--- config.mk ---
export PLATFORM = sky130hd
export DESIGN_NAME = thresholded_image_statistics
export DESIGN_NICKNAME = d
export VERILOG_FILES = /design/src/tis_pkg.sv /design/src/tis_accum.sv /design/src/tis_calc.sv /design/src/thresholded_image_statistics.sv
export SDC_FILE = /design/constraint.sdc
export NUM_CORES = 2
export LEC_CHECK = 0
export BUFFER_PORTS_ARGS = -buffer_cell sky130_fd_sc_hd__buf_2
export CORE_MARGIN = 1.5
export CORE_UTILIZATION = 35
export DETAILED_ROUTE_END_ITERATION = 16
export PLACE_DENSITY = 0.6
export SKIP_LAST_GASP = 1
export SYNTH_ARGS = -nofsm -noshare
export SYNTH_HDL_FRONTEND = slang
export SYNTH_SLANG_ARGS = --single-unit
--- constraint.sdc ---
create_clock -name i_clk -period 13.61 [get_ports i_clk]
set_input_delay 1.361 -clock i_clk [delete_from_list [all_inputs] [get_ports i_clk]]
set_output_delay 1.361 -clock i_clk [all_outputs]
set_load 0.005 [all_outputs]
--- src/tis_pkg.sv ---
// shared types, constants and register codes for the thresholded image statistics block
`default_nettype none
package tis_pkg;

    localparam int PIXEL_BITS = 16;
    localparam int MAX_PIXELS = 16777216;
    localparam int MAX_WIDTH  = 4096;

    localparam int PIX_W   = 16;
    localparam int COL_W   = 12;
    localparam int ROW_W   = 24;
    localparam int LCOL_W  = 13;
    localparam int LROW_W  = 25;
    localparam int CNT_W   = 25;
    localparam int SUM_W   = 41;
    localparam int SQ_W    = 55;
    localparam int MAG_W   = 40;
    localparam int RW_W    = 13;
    localparam int ALU_W   = 96;
    localparam int DEN_W   = 50;
    localparam int QUO_W   = 48;
    localparam int MEAN_W  = 24;
    localparam int STD_W   = 23;

    // register indexes on the configuration port
    localparam logic [2:0] REG_LO_EN   = 3'd0;
    localparam logic [2:0] REG_HI_EN   = 3'd1;
    localparam logic [2:0] REG_TH_LOW  = 3'd2;
    localparam logic [2:0] REG_TH_HIGH = 3'd3;
    localparam logic [2:0] REG_ROW_W   = 3'd4;

    typedef struct packed {
        logic signed [PIX_W-1:0] pixel;
        logic                    is_null;
        logic                    last;
    } t_in;

    typedef struct packed {
        logic signed [39:0]       total;
        logic signed [MEAN_W-1:0] mean_q8;
        logic [STD_W-1:0]         std_q8;
        logic [CNT_W-1:0]         count;
        logic signed [PIX_W-1:0]  min_value;
        logic signed [PIX_W-1:0]  max_value;
        logic [LCOL_W-1:0]        min_col;
        logic [LROW_W-1:0]        min_row;
        logic [LCOL_W-1:0]        max_col;
        logic [LROW_W-1:0]        max_row;
    } t_out;

    typedef struct packed {
        logic                    lo_enable;
        logic                    hi_enable;
        logic signed [PIX_W-1:0] thresh_low;
        logic signed [PIX_W-1:0] thresh_high;
        logic [RW_W-1:0]         row_width;
    } t_cfg;

    // image totals handed from the accumulator to the finishing sequencer
    typedef struct packed {
        logic signed [SUM_W-1:0] sum;
        logic [SQ_W-1:0]         sumsq;
        logic [CNT_W-1:0]        count;
        logic signed [PIX_W-1:0] min_value;
        logic signed [PIX_W-1:0] max_value;
        logic [LCOL_W-1:0]       min_col;
        logic [LROW_W-1:0]       min_row;
        logic [LCOL_W-1:0]       max_col;
        logic [LROW_W-1:0]       max_row;
    } t_snap;

endpackage
`default_nettype wire

--- src/tis_accum.sv ---
// per-pixel accumulator: threshold test, sums, count, extremes and raster position
`default_nettype none
module tis_accum (
    input  logic           i_clk,
    input  logic           i_rst_n,
    input  tis_pkg::t_cfg  i_cfg,
    input  tis_pkg::t_in   i_pix,
    input  logic           i_accept,
    output logic           o_start,
    output tis_pkg::t_snap o_snap
);
    import tis_pkg::*;

    logic signed [SUM_W-1:0] r_sum, n_sum;
    logic [SQ_W-1:0]         r_sumsq, n_sumsq;
    logic [CNT_W-1:0]        r_count, n_count;
    logic signed [PIX_W-1:0] r_min, n_min, r_max, n_max;
    logic [LCOL_W-1:0]       r_min_col, n_min_col, r_max_col, n_max_col;
    logic [LROW_W-1:0]       r_min_row, n_min_row, r_max_row, n_max_row;
    logic [COL_W-1:0]        r_col, n_col;
    logic [ROW_W-1:0]        r_row, n_row;

    logic signed [PIX_W-1:0] px;
    logic signed [31:0]      sq;
    logic [RW_W-1:0]         w;
    logic [LCOL_W-1:0]       col1;
    logic [LROW_W-1:0]       row1;
    logic                    inc;

    // pixel value and its square
    assign px = PIX_W'(signed'(i_pix.pixel[PIXEL_BITS-1:0]));
    assign sq = px * px;

    // effective row width and 1-based position
    always_comb begin
        if (i_cfg.row_width == '0) begin
            w = RW_W'(1);
        end else if (i_cfg.row_width > RW_W'(MAX_WIDTH)) begin
            w = RW_W'(MAX_WIDTH);
        end else begin
            w = i_cfg.row_width;
        end
    end
    assign col1 = {1'b0, r_col} + LCOL_W'(1);
    assign row1 = {1'b0, r_row} + LROW_W'(1);

    // inclusion test
    assign inc = !i_pix.is_null
               && !(i_cfg.lo_enable && (px < i_cfg.thresh_low))
               && !(i_cfg.hi_enable && (px > i_cfg.thresh_high))
               && (r_count < CNT_W'(MAX_PIXELS));

    // next values
    always_comb begin
        n_sum = r_sum;  n_sumsq = r_sumsq;  n_count = r_count;
        n_min = r_min;  n_max = r_max;
        n_min_col = r_min_col;  n_min_row = r_min_row;
        n_max_col = r_max_col;  n_max_row = r_max_row;
        n_col = r_col;  n_row = r_row;
        if (inc) begin
            if ((r_count == '0) || (px < r_min)) begin
                n_min = px;  n_min_col = col1;  n_min_row = row1;
            end
            if ((r_count == '0) || (px > r_max)) begin
                n_max = px;  n_max_col = col1;  n_max_row = row1;
            end
            n_sum   = r_sum + SUM_W'(px);
            n_sumsq = r_sumsq + SQ_W'($unsigned(sq));
            n_count = r_count + CNT_W'(1);
        end
        if (col1 >= w) begin
            n_col = '0;
            if (r_row < ROW_W'(MAX_PIXELS - 1)) begin
                n_row = r_row + ROW_W'(1);
            end
        end else begin
            n_col = col1[COL_W-1:0];
        end
    end

    // totals including the last pixel go straight to the sequencer
    assign o_start = i_accept && i_pix.last;
    always_comb begin
        o_snap.sum       = n_sum;
        o_snap.sumsq     = n_sumsq;
        o_snap.count     = n_count;
        o_snap.min_value = n_min;
        o_snap.max_value = n_max;
        o_snap.min_col   = n_min_col;
        o_snap.min_row   = n_min_row;
        o_snap.max_col   = n_max_col;
        o_snap.max_row   = n_max_row;
    end

    // state registers, cleared after the last pixel
    always_ff @(posedge i_clk) begin
        if (!i_rst_n || o_start) begin
            r_sum <= '0;  r_sumsq <= '0;  r_count <= '0;
            r_min <= '0;  r_max <= '0;
            r_min_col <= LCOL_W'(1);  r_min_row <= LROW_W'(1);
            r_max_col <= LCOL_W'(1);  r_max_row <= LROW_W'(1);
            r_col <= '0;  r_row <= '0;
        end else if (i_accept) begin
            r_sum <= n_sum;  r_sumsq <= n_sumsq;  r_count <= n_count;
            r_min <= n_min;  r_max <= n_max;
            r_min_col <= n_min_col;  r_min_row <= n_min_row;
            r_max_col <= n_max_col;  r_max_row <= n_max_row;
            r_col <= n_col;  r_row <= n_row;
        end
    end

endmodule
`default_nettype wire

--- src/tis_calc.sv ---
// finishing sequencer: mean, variance and root on one shared add/subtract unit
`default_nettype none
module tis_calc (
    input  logic           i_clk,
    input  logic           i_rst_n,
    input  logic           i_start,
    input  tis_pkg::t_snap i_snap,
    output logic           o_idle,
    output logic           o_out_valid,
    input  logic           i_out_ready,
    output tis_pkg::t_out  o_out_data
);
    import tis_pkg::*;

    localparam logic [2:0] S_IDLE  = 3'd0;
    localparam logic [2:0] S_MDIV  = 3'd1;
    localparam logic [2:0] S_MUL_A = 3'd2;
    localparam logic [2:0] S_MUL_B = 3'd3;
    localparam logic [2:0] S_MUL_C = 3'd4;
    localparam logic [2:0] S_VDIV  = 3'd5;
    localparam logic [2:0] S_SQRT  = 3'd6;
    localparam logic [2:0] S_DONE  = 3'd7;

    logic [2:0]          r_state, n_state;
    logic [6:0]          r_cnt, n_cnt;
    t_snap               r_snap, n_snap;
    logic [MAG_W-1:0]    r_mag, n_mag;
    logic [ALU_W-1:0]    r_acc, n_acc, r_mcand, n_mcand, r_div, n_div;
    logic [MAG_W-1:0]    r_mplier, n_mplier;
    logic [DEN_W-1:0]    r_rem, n_rem, r_den, n_den;
    logic [QUO_W-1:0]    r_quo, n_quo;
    logic [MEAN_W-1:0]   r_mean, n_mean;
    logic [STD_W-1:0]    r_sd, n_sd;
    logic                r_out_valid, n_out_valid;
    t_out                r_out, n_out;

    logic [ALU_W-1:0]    alu_a, alu_b;
    logic                alu_sub;
    logic [ALU_W:0]      alu_y;
    logic                alu_ge;
    logic [DEN_W-1:0]    rem2;
    logic [SUM_W-1:0]    sabs;
    logic [QUO_W-1:0]    div_quo;
    logic [DEN_W-1:0]    div_rem;
    logic [ALU_W-1:0]    mul_acc, sq_res, sq_v;

    // operand select for the shared unit
    assign rem2 = {r_rem[DEN_W-2:0], r_div[ALU_W-1]};
    always_comb begin
        case (r_state)
            S_MDIV, S_VDIV: begin
                alu_a = ALU_W'(rem2);  alu_b = ALU_W'(r_den);  alu_sub = 1'b1;
            end
            S_MUL_A, S_MUL_C: begin
                alu_a = r_acc;  alu_b = r_mcand;  alu_sub = 1'b0;
            end
            S_MUL_B: begin
                alu_a = r_acc;  alu_b = r_mcand;  alu_sub = 1'b1;
            end
            S_SQRT: begin
                alu_a = r_acc;  alu_b = r_mcand | ALU_W'(r_den);  alu_sub = 1'b1;
            end
            default: begin
                alu_a = '0;  alu_b = '0;  alu_sub = 1'b0;
            end
        endcase
    end

    // shared add/subtract, carry out means no borrow
    assign alu_y  = {1'b0, alu_a} + {1'b0, (alu_sub ? ~alu_b : alu_b)} + (ALU_W+1)'(alu_sub);
    assign alu_ge = alu_y[ALU_W];

    // per-step results
    assign div_quo = {r_quo[QUO_W-2:0], alu_ge};
    assign div_rem = alu_ge ? alu_y[DEN_W-1:0] : rem2;
    assign mul_acc = r_mplier[0] ? alu_y[ALU_W-1:0] : r_acc;
    assign sq_res  = alu_ge ? ((r_mcand >> 1) | ALU_W'(r_den)) : (r_mcand >> 1);
    assign sq_v    = alu_ge ? alu_y[ALU_W-1:0] : r_acc;
    assign sabs    = i_snap.sum[SUM_W-1] ? SUM_W'(-i_snap.sum) : SUM_W'(i_snap.sum);

    // sequencer
    always_comb begin
        n_state = r_state;  n_cnt = r_cnt;  n_snap = r_snap;  n_mag = r_mag;
        n_acc = r_acc;  n_mcand = r_mcand;  n_div = r_div;  n_mplier = r_mplier;
        n_rem = r_rem;  n_den = r_den;  n_quo = r_quo;
        n_mean = r_mean;  n_sd = r_sd;
        n_out = r_out;
        n_out_valid = r_out_valid && !i_out_ready;
        case (r_state)
            S_IDLE: begin
                if (i_start) begin
                    n_snap = i_snap;
                    n_mag  = sabs[MAG_W-1:0];
                    n_mean = '0;
                    n_sd   = '0;
                    if (i_snap.count == '0) begin
                        n_state = S_DONE;
                    end else begin
                        n_div   = {sabs[MAG_W-1:0], 8'd0, QUO_W'(0)};
                        n_rem   = '0;
                        n_quo   = '0;
                        n_den   = DEN_W'(i_snap.count);
                        n_cnt   = 7'(QUO_W - 1);
                        n_state = S_MDIV;
                    end
                end
            end
            S_MDIV, S_VDIV: begin
                n_quo = div_quo;
                n_rem = div_rem;
                n_div = r_div << 1;
                n_cnt = r_cnt - 7'd1;
                if (r_cnt == '0) begin
                    if (r_state == S_MDIV) begin
                        n_mean   = r_snap.sum[SUM_W-1] ? MEAN_W'(-div_quo) : MEAN_W'(div_quo);
                        n_acc    = '0;
                        n_mcand  = ALU_W'(r_snap.sumsq);
                        n_mplier = MAG_W'(r_snap.count);
                        n_cnt    = 7'(CNT_W - 1);
                        n_state  = S_MUL_A;
                    end else begin
                        n_acc   = ALU_W'(div_quo);
                        n_mcand = '0;
                        n_den   = DEN_W'(1) << (QUO_W - 2);
                        n_cnt   = 7'(QUO_W / 2 - 1);
                        n_state = S_SQRT;
                    end
                end
            end
            S_MUL_A, S_MUL_B, S_MUL_C: begin
                n_acc    = mul_acc;
                n_mcand  = r_mcand << 1;
                n_mplier = r_mplier >> 1;
                n_cnt    = r_cnt - 7'd1;
                if (r_cnt == '0) begin
                    case (r_state)
                        S_MUL_A: begin
                            n_mcand  = ALU_W'(r_mag);
                            n_mplier = r_mag;
                            n_cnt    = 7'(MAG_W - 1);
                            n_state  = S_MUL_B;
                        end
                        S_MUL_B: begin
                            // spread of the sums, scaled by 2^16 for the Q8 root
                            n_div    = mul_acc << 16;
                            n_acc    = '0;
                            n_mcand  = ALU_W'(r_snap.count);
                            n_mplier = MAG_W'(r_snap.count);
                            n_cnt    = 7'(CNT_W - 1);
                            n_state  = S_MUL_C;
                        end
                        default: begin
                            n_den   = mul_acc[DEN_W-1:0];
                            n_rem   = '0;
                            n_quo   = '0;
                            n_cnt   = 7'(ALU_W - 1);
                            n_state = S_VDIV;
                        end
                    endcase
                end
            end
            S_SQRT: begin
                n_acc   = sq_v;
                n_mcand = sq_res;
                n_den   = r_den >> 2;
                n_cnt   = r_cnt - 7'd1;
                if (r_cnt == '0) begin
                    n_sd    = sq_res[STD_W-1:0];
                    n_state = S_DONE;
                end
            end
            S_DONE: begin
                if (!r_out_valid || i_out_ready) begin
                    n_out.total     = r_snap.sum[39:0];
                    n_out.mean_q8   = r_mean;
                    n_out.std_q8    = r_sd;
                    n_out.count     = r_snap.count;
                    n_out.min_value = r_snap.min_value;
                    n_out.max_value = r_snap.max_value;
                    n_out.min_col   = r_snap.min_col;
                    n_out.min_row   = r_snap.min_row;
                    n_out.max_col   = r_snap.max_col;
                    n_out.max_row   = r_snap.max_row;
                    n_out_valid     = 1'b1;
                    n_state         = S_IDLE;
                end
            end
            default: begin
                n_state = S_IDLE;
            end
        endcase
    end

    // control registers
    always_ff @(posedge i_clk) begin
        if (!i_rst_n) begin
            r_state     <= S_IDLE;
            r_out_valid <= 1'b0;
        end else begin
            r_state     <= n_state;
            r_out_valid <= n_out_valid;
        end
    end

    // datapath registers
    always_ff @(posedge i_clk) begin
        r_cnt <= n_cnt;  r_snap <= n_snap;  r_mag <= n_mag;
        r_acc <= n_acc;  r_mcand <= n_mcand;  r_div <= n_div;  r_mplier <= n_mplier;
        r_rem <= n_rem;  r_den <= n_den;  r_quo <= n_quo;
        r_mean <= n_mean;  r_sd <= n_sd;  r_out <= n_out;
    end

    assign o_idle      = (r_state == S_IDLE);
    assign o_out_valid = r_out_valid;
    assign o_out_data  = r_out;

`ifndef SYNTHESIS
    a_start_idle: assert property (@(posedge i_clk) disable iff (!i_rst_n)
        i_start |-> (r_state == S_IDLE))
        else $error("image finish while sequencer busy");
    a_var_no_borrow: assert property (@(posedge i_clk) disable iff (!i_rst_n)
        ((r_state == S_MUL_B) && r_mplier[0]) |-> alu_ge)
        else $error("spread of sums went negative");
    a_root_disjoint: assert property (@(posedge i_clk) disable iff (!i_rst_n)
        (r_state == S_SQRT) |-> ((r_mcand & ALU_W'(r_den)) == '0))
        else $error("root trial bit overlaps partial root");
    a_done_loads: assert property (@(posedge i_clk) disable iff (!i_rst_n)
        ((r_state == S_DONE) && !r_out_valid) |=> (r_out_valid && (r_state == S_IDLE)))
        else $error("finished result not loaded");
`endif

endmodule
`default_nettype wire

--- src/thresholded_image_statistics.sv ---
// top level: configuration registers, pixel accumulator and finishing sequencer
`default_nettype none
// Pixels are taken one item per clock while the block is collecting an image.
// The item marked last hands the totals to a sequencer that runs the mean
// divide, the three products, the variance divide and the integer root on one
// shared 96-bit add/subtract unit, one bit per cycle, then loads the result register
// (an image with no included pixel goes straight to the load). The load waits while
// the previous result still waits unread; no pixel is taken until it is loaded.
// The result then waits in an output register while pixels of the next image
// are already taken.
module thresholded_image_statistics (
    input  logic          i_clk,
    input  logic          i_rst_n,
    input  logic          i_in_valid,
    output logic          o_in_ready,
    input  tis_pkg::t_in  i_in_data,
    output logic          o_out_valid,
    input  logic          i_out_ready,
    output tis_pkg::t_out o_out_data,
    input  logic          psel,
    input  logic          penable,
    input  logic          pwrite,
    input  logic [4:0]    paddr,
    input  logic [31:0]   pwdata,
    output logic [31:0]   prdata,
    output logic          pready
);
    import tis_pkg::*;

    t_cfg       r_cfg;
    logic [2:0] reg_idx;
    logic       cfg_wr;
    logic       accept;
    logic       start;
    logic       idle;
    t_snap      snap;

    // configuration port
    assign pready  = 1'b1;
    assign reg_idx = paddr[4:2];
    assign cfg_wr  = psel && penable && pwrite;

    always_ff @(posedge i_clk) begin
        if (!i_rst_n) begin
            r_cfg.lo_enable   <= 1'b0;
            r_cfg.hi_enable   <= 1'b0;
            r_cfg.thresh_low  <= 16'sh8000;
            r_cfg.thresh_high <= 16'sh7FFF;
            r_cfg.row_width   <= RW_W'(4096);
        end else if (cfg_wr) begin
            case (reg_idx)
                REG_LO_EN:   r_cfg.lo_enable   <= pwdata[0];
                REG_HI_EN:   r_cfg.hi_enable   <= pwdata[0];
                REG_TH_LOW:  r_cfg.thresh_low  <= pwdata[PIX_W-1:0];
                REG_TH_HIGH: r_cfg.thresh_high <= pwdata[PIX_W-1:0];
                REG_ROW_W:   r_cfg.row_width   <= pwdata[RW_W-1:0];
                default: ;
            endcase
        end
    end

    // register readback
    always_comb begin
        case (reg_idx)
            REG_LO_EN:   prdata = 32'(r_cfg.lo_enable);
            REG_HI_EN:   prdata = 32'(r_cfg.hi_enable);
            REG_TH_LOW:  prdata = 32'($unsigned(r_cfg.thresh_low));
            REG_TH_HIGH: prdata = 32'($unsigned(r_cfg.thresh_high));
            REG_ROW_W:   prdata = 32'(r_cfg.row_width);
            default:     prdata = '0;
        endcase
    end

    // input handshake
    assign o_in_ready = idle;
    assign accept     = i_in_valid && idle;

    tis_accum u_accum (
        .i_clk    (i_clk),
        .i_rst_n  (i_rst_n),
        .i_cfg    (r_cfg),
        .i_pix    (i_in_data),
        .i_accept (accept),
        .o_start  (start),
        .o_snap   (snap)
    );

    tis_calc u_calc (
        .i_clk       (i_clk),
        .i_rst_n     (i_rst_n),
        .i_start     (start),
        .i_snap      (snap),
        .o_idle      (idle),
        .o_out_valid (o_out_valid),
        .i_out_ready (i_out_ready),
        .o_out_data  (o_out_data)
    );

endmodule
`default_nettype wire
==> run_results.csv <==
group,metric,value,unit
run_status,outcome,"finished clean",
routing,antenna_left,0,
die,die_w,479,um
die,chipHeight,479,um
run,cap_violations,0,
worst_setup_path,crit_path_max_fanout,20,
clock_network,cts_max_level,4,
worst_setup_path,crit_path_max_incr_delay,0.86,ns
global_routing,grt_pass1_vias,58900,
sta,min_period_over_period,77.3,%
sta,hold_ws,0.395,ns
yosys,synth_edf_count,1000,
pwr,ir_drop,371,uV
cells_and_area,final-seq-area,0.0364,mm2
die,initial_core_util,35.2,%
yosys,syn_avg_cell_area,10.1,um2
sta,tightest_slew,1.24,ns
clock_network,clock_latency,0.84,ns
global_routing,antenna_found_initial,24,
cells_and_area,fillers,22000,
routing,drt_iter0_markers,6080,
clock_network,postCtsHoldBufs,0,
pwr,power.total,26.4,mW
placed_design,dp_slack,2.15,ns
routing,vias,60300,
yosys,ys_ff_latch,1316,
global_routing,grt_use_total,20.9,%
global_routing,grt_pass1_wl,370,mm
worst_setup_path,cp-start-kind,"input port",
min_path,min_path_type,"flip-flop to flip-flop",
worst_setup_path,cp-end-kind,"flip-flop",
placed_design,hpwl,175,mm
clock_network,cts_buffers,150,
global_routing,grt_remaining_overflow,0,
sta,report.final.hold_viol_count,0,
worst_setup_path,cp_data_arrival_time,11.09,ns
die,die_area,0.230,mm2
placed_design,place_inst,10700,
sta,rsz0062_at_grt,"false",
cells_and_area,multi_input_area,0.0393,mm2
die,ios,317,
sta,relSlewSlack,16.5,%
yosys,synth_top_flop_cell,"edfxtp_1",
pwr,leakagePower,34.4,nW
die,core,0.225,mm2
yosys,yosysSeqAreaShare,45.8,%
routing,first_pass_iters,8,
worst_setup_path,criticalPathCategory,"input port to flip-flop",
worst_setup_path,crit_required,14.18,ns
placed_design,gp_congestion,0.927,
sta,fin_crit,10.52,ns
clock_network,cts_num_sinks,1316,
sta,setup_tns,0,ns
cells_and_area,fin_cells,11000,
cells_and_area,area_growth,11.9,%
sta,max_freq,95.0,MHz
clock_network,path_clk_slew,0.06,ns
cells_and_area,final_nets,8544,
yosys,synth.distinct_cells,108,
cells_and_area,layout_commonest_cell,"edfxtp_1",
clock_network,ctsLongestPathBuffers,3,
sta,setup_viol,0,
yosys,syn_inst,7854,
sta,setup_ws,3.09,ns
routing,via_per_inst,5.47,
routing,drc,0,
routing,wirelength,246,mm
global_routing,grt_start_max_net_pins,169,
clock_network,cts_tree,"done",
worst_setup_path,cp_slowest_cell,"o31ai_1",
yosys,synth_area,0.0793,mm2
routing,wl_per_cell,22.3,um
sta,fin_skew,0.0459,ns
cells_and_area,layout-drive-gt1-share,9.46,%
cells_and_area,final_cell_mix,"edfxtp_1, nand2_1, nor2_1",
sta,drv_slew,0,
pwr,p_per_area,298,mW/mm2
clock_network,root_buffer,"clkbuf_16",
clock_network,cts_resized,0,
placed_design,portBuffers,281,
clock_network,cts_setup_buffers,0,
yosys,yosysWarnings,0,
yosys,synthArstFlopShare,0,%
worst_setup_path,crit_top_cell,"fa_1",
die,rows,174,
-- kinds of logic after synthesis --
family,after synthesis,share of synthesized area [%]
DFF,1316,45.8
muxes,196,2.55
xor gates and xnor gates,474,5.24
AOI/OAI and AO/OA,1914,16.2
and+or+nand+nor,2365,13.7
buffers and inverters,1007,5.00
other,2,0.00947
adders and majority gates,580,11.4
-- where the power goes --
part	switching, mW	total (mW)	internal (mW)
Clock	1.83	4.30	2.48
Sequential	0.724	6.81	6.08
Combinational	9.76	15.3	5.58
Total	12.3	26.4	14.1
-- sequential cells by signal, indices dropped and copies added (netlist names), 41 cells and up --
| signal | flops |
|---|---|
| u_calc.r_snap | 228 |
| u_calc.o_out_data | 220 |
| u_calc.r_acc | 96 |
| u_calc.r_mcand | 96 |
| u_calc.r_div | 80 |
| u_accum.r_sumsq | 55 |
| u_calc.r_den | 50 |
| u_calc.r_rem | 49 |
| r_cfg | 47 |
| u_calc.r_quo | 47 |
| u_accum.r_sum | 41 |
-- metal layers --
metal / track usage [%] / up-vias / part of all wire, %
met1: 28.0 / 29700 / 43
met2: 32.8 / 2188 / 45
li1: - / 28100 / -
met4: 8.20 / 22 / 4.0
met5: 0 / - / 0.056
met3: 4.53 / 381 / 8.1
-- through the flow --
stage | utilization [%] | cell area (um2)
global placement | 37.1 | 83500
CTS | 39.4 | 88700
global route | 39.4 | 88700
floorplan | - | 79400
finish | 39.4 | 88700
detailed placement | 37.1 | 83500
-- cell type report --
cell class,count,area share (%)
diodes,2,0.00564
clock inverters,91,1.36
clock buffers,190,4.56
multi-input cells,5546,44.3
flip-flops and latches,1316,41.0
inverters,512,2.18
well taps,2992,4.22
repair buffers,376,2.43
-- path summary, 6_finish.rpt --
| path | startpoint | endpoint | slack [ns] | cells past startpoint |
|---|---|---|---|---|
| worst min-delay path | u_calc.r_sd[7] | u_calc.o_out_data[140] | 0.39 | 0 |
| worst max register to register | u_calc.r_state[1] | u_calc.r_acc[56] | 3.82 | 22 |
| worst max-delay path | i_in_data[5] | u_calc.r_snap[169] | 3.09 | 36 |
| worst min register to register | u_calc.r_sd[7] | u_calc.o_out_data[140] | 0.39 | 0 |
-- cell usage after synthesis, types with 43 or more instances --
cell type / number / area (um2)
dfxtp_1: 316 / 6330
buf_1: 56 / 210
and3_1: 46 / 288
o21ai_0: 368 / 1840
a22oi_1: 191 / 1430
a22o_1: 109 / 955
fa_1: 240 / 4800
clkbuf_1: 375 / 1410
nor3_1: 107 / 536
edfxtp_1: 1000 / 30000
xnor2_1: 332 / 2910
a211oi_1: 126 / 946
inv_1: 509 / 1910
nor2_1: 595 / 2230
nor2b_1: 98 / 613
a21oi_1: 460 / 2300
o21a_1: 43 / 323
nand4_1: 80 / 500
ha_1: 340 / 4250
and2_1: 189 / 1180
nand2_1: 945 / 3550
a21o_1: 168 / 1260
a31oi_1: 51 / 319
mux2i_1: 155 / 1550
o31ai_1: 44 / 330
nand3_1: 97 / 485
nand2b_1: 49 / 307
xor2_1: 141 / 1230
-- critical path: cells and delay by family --
kind            cells  cell delay [ns]
fa+ha+maj           8             3.65
compound gates     10             3.26
simple gates        9             1.33
buf+inv             7             1.22
xor+xnor            2             0.24
Power figures use the tool's default switching activity.
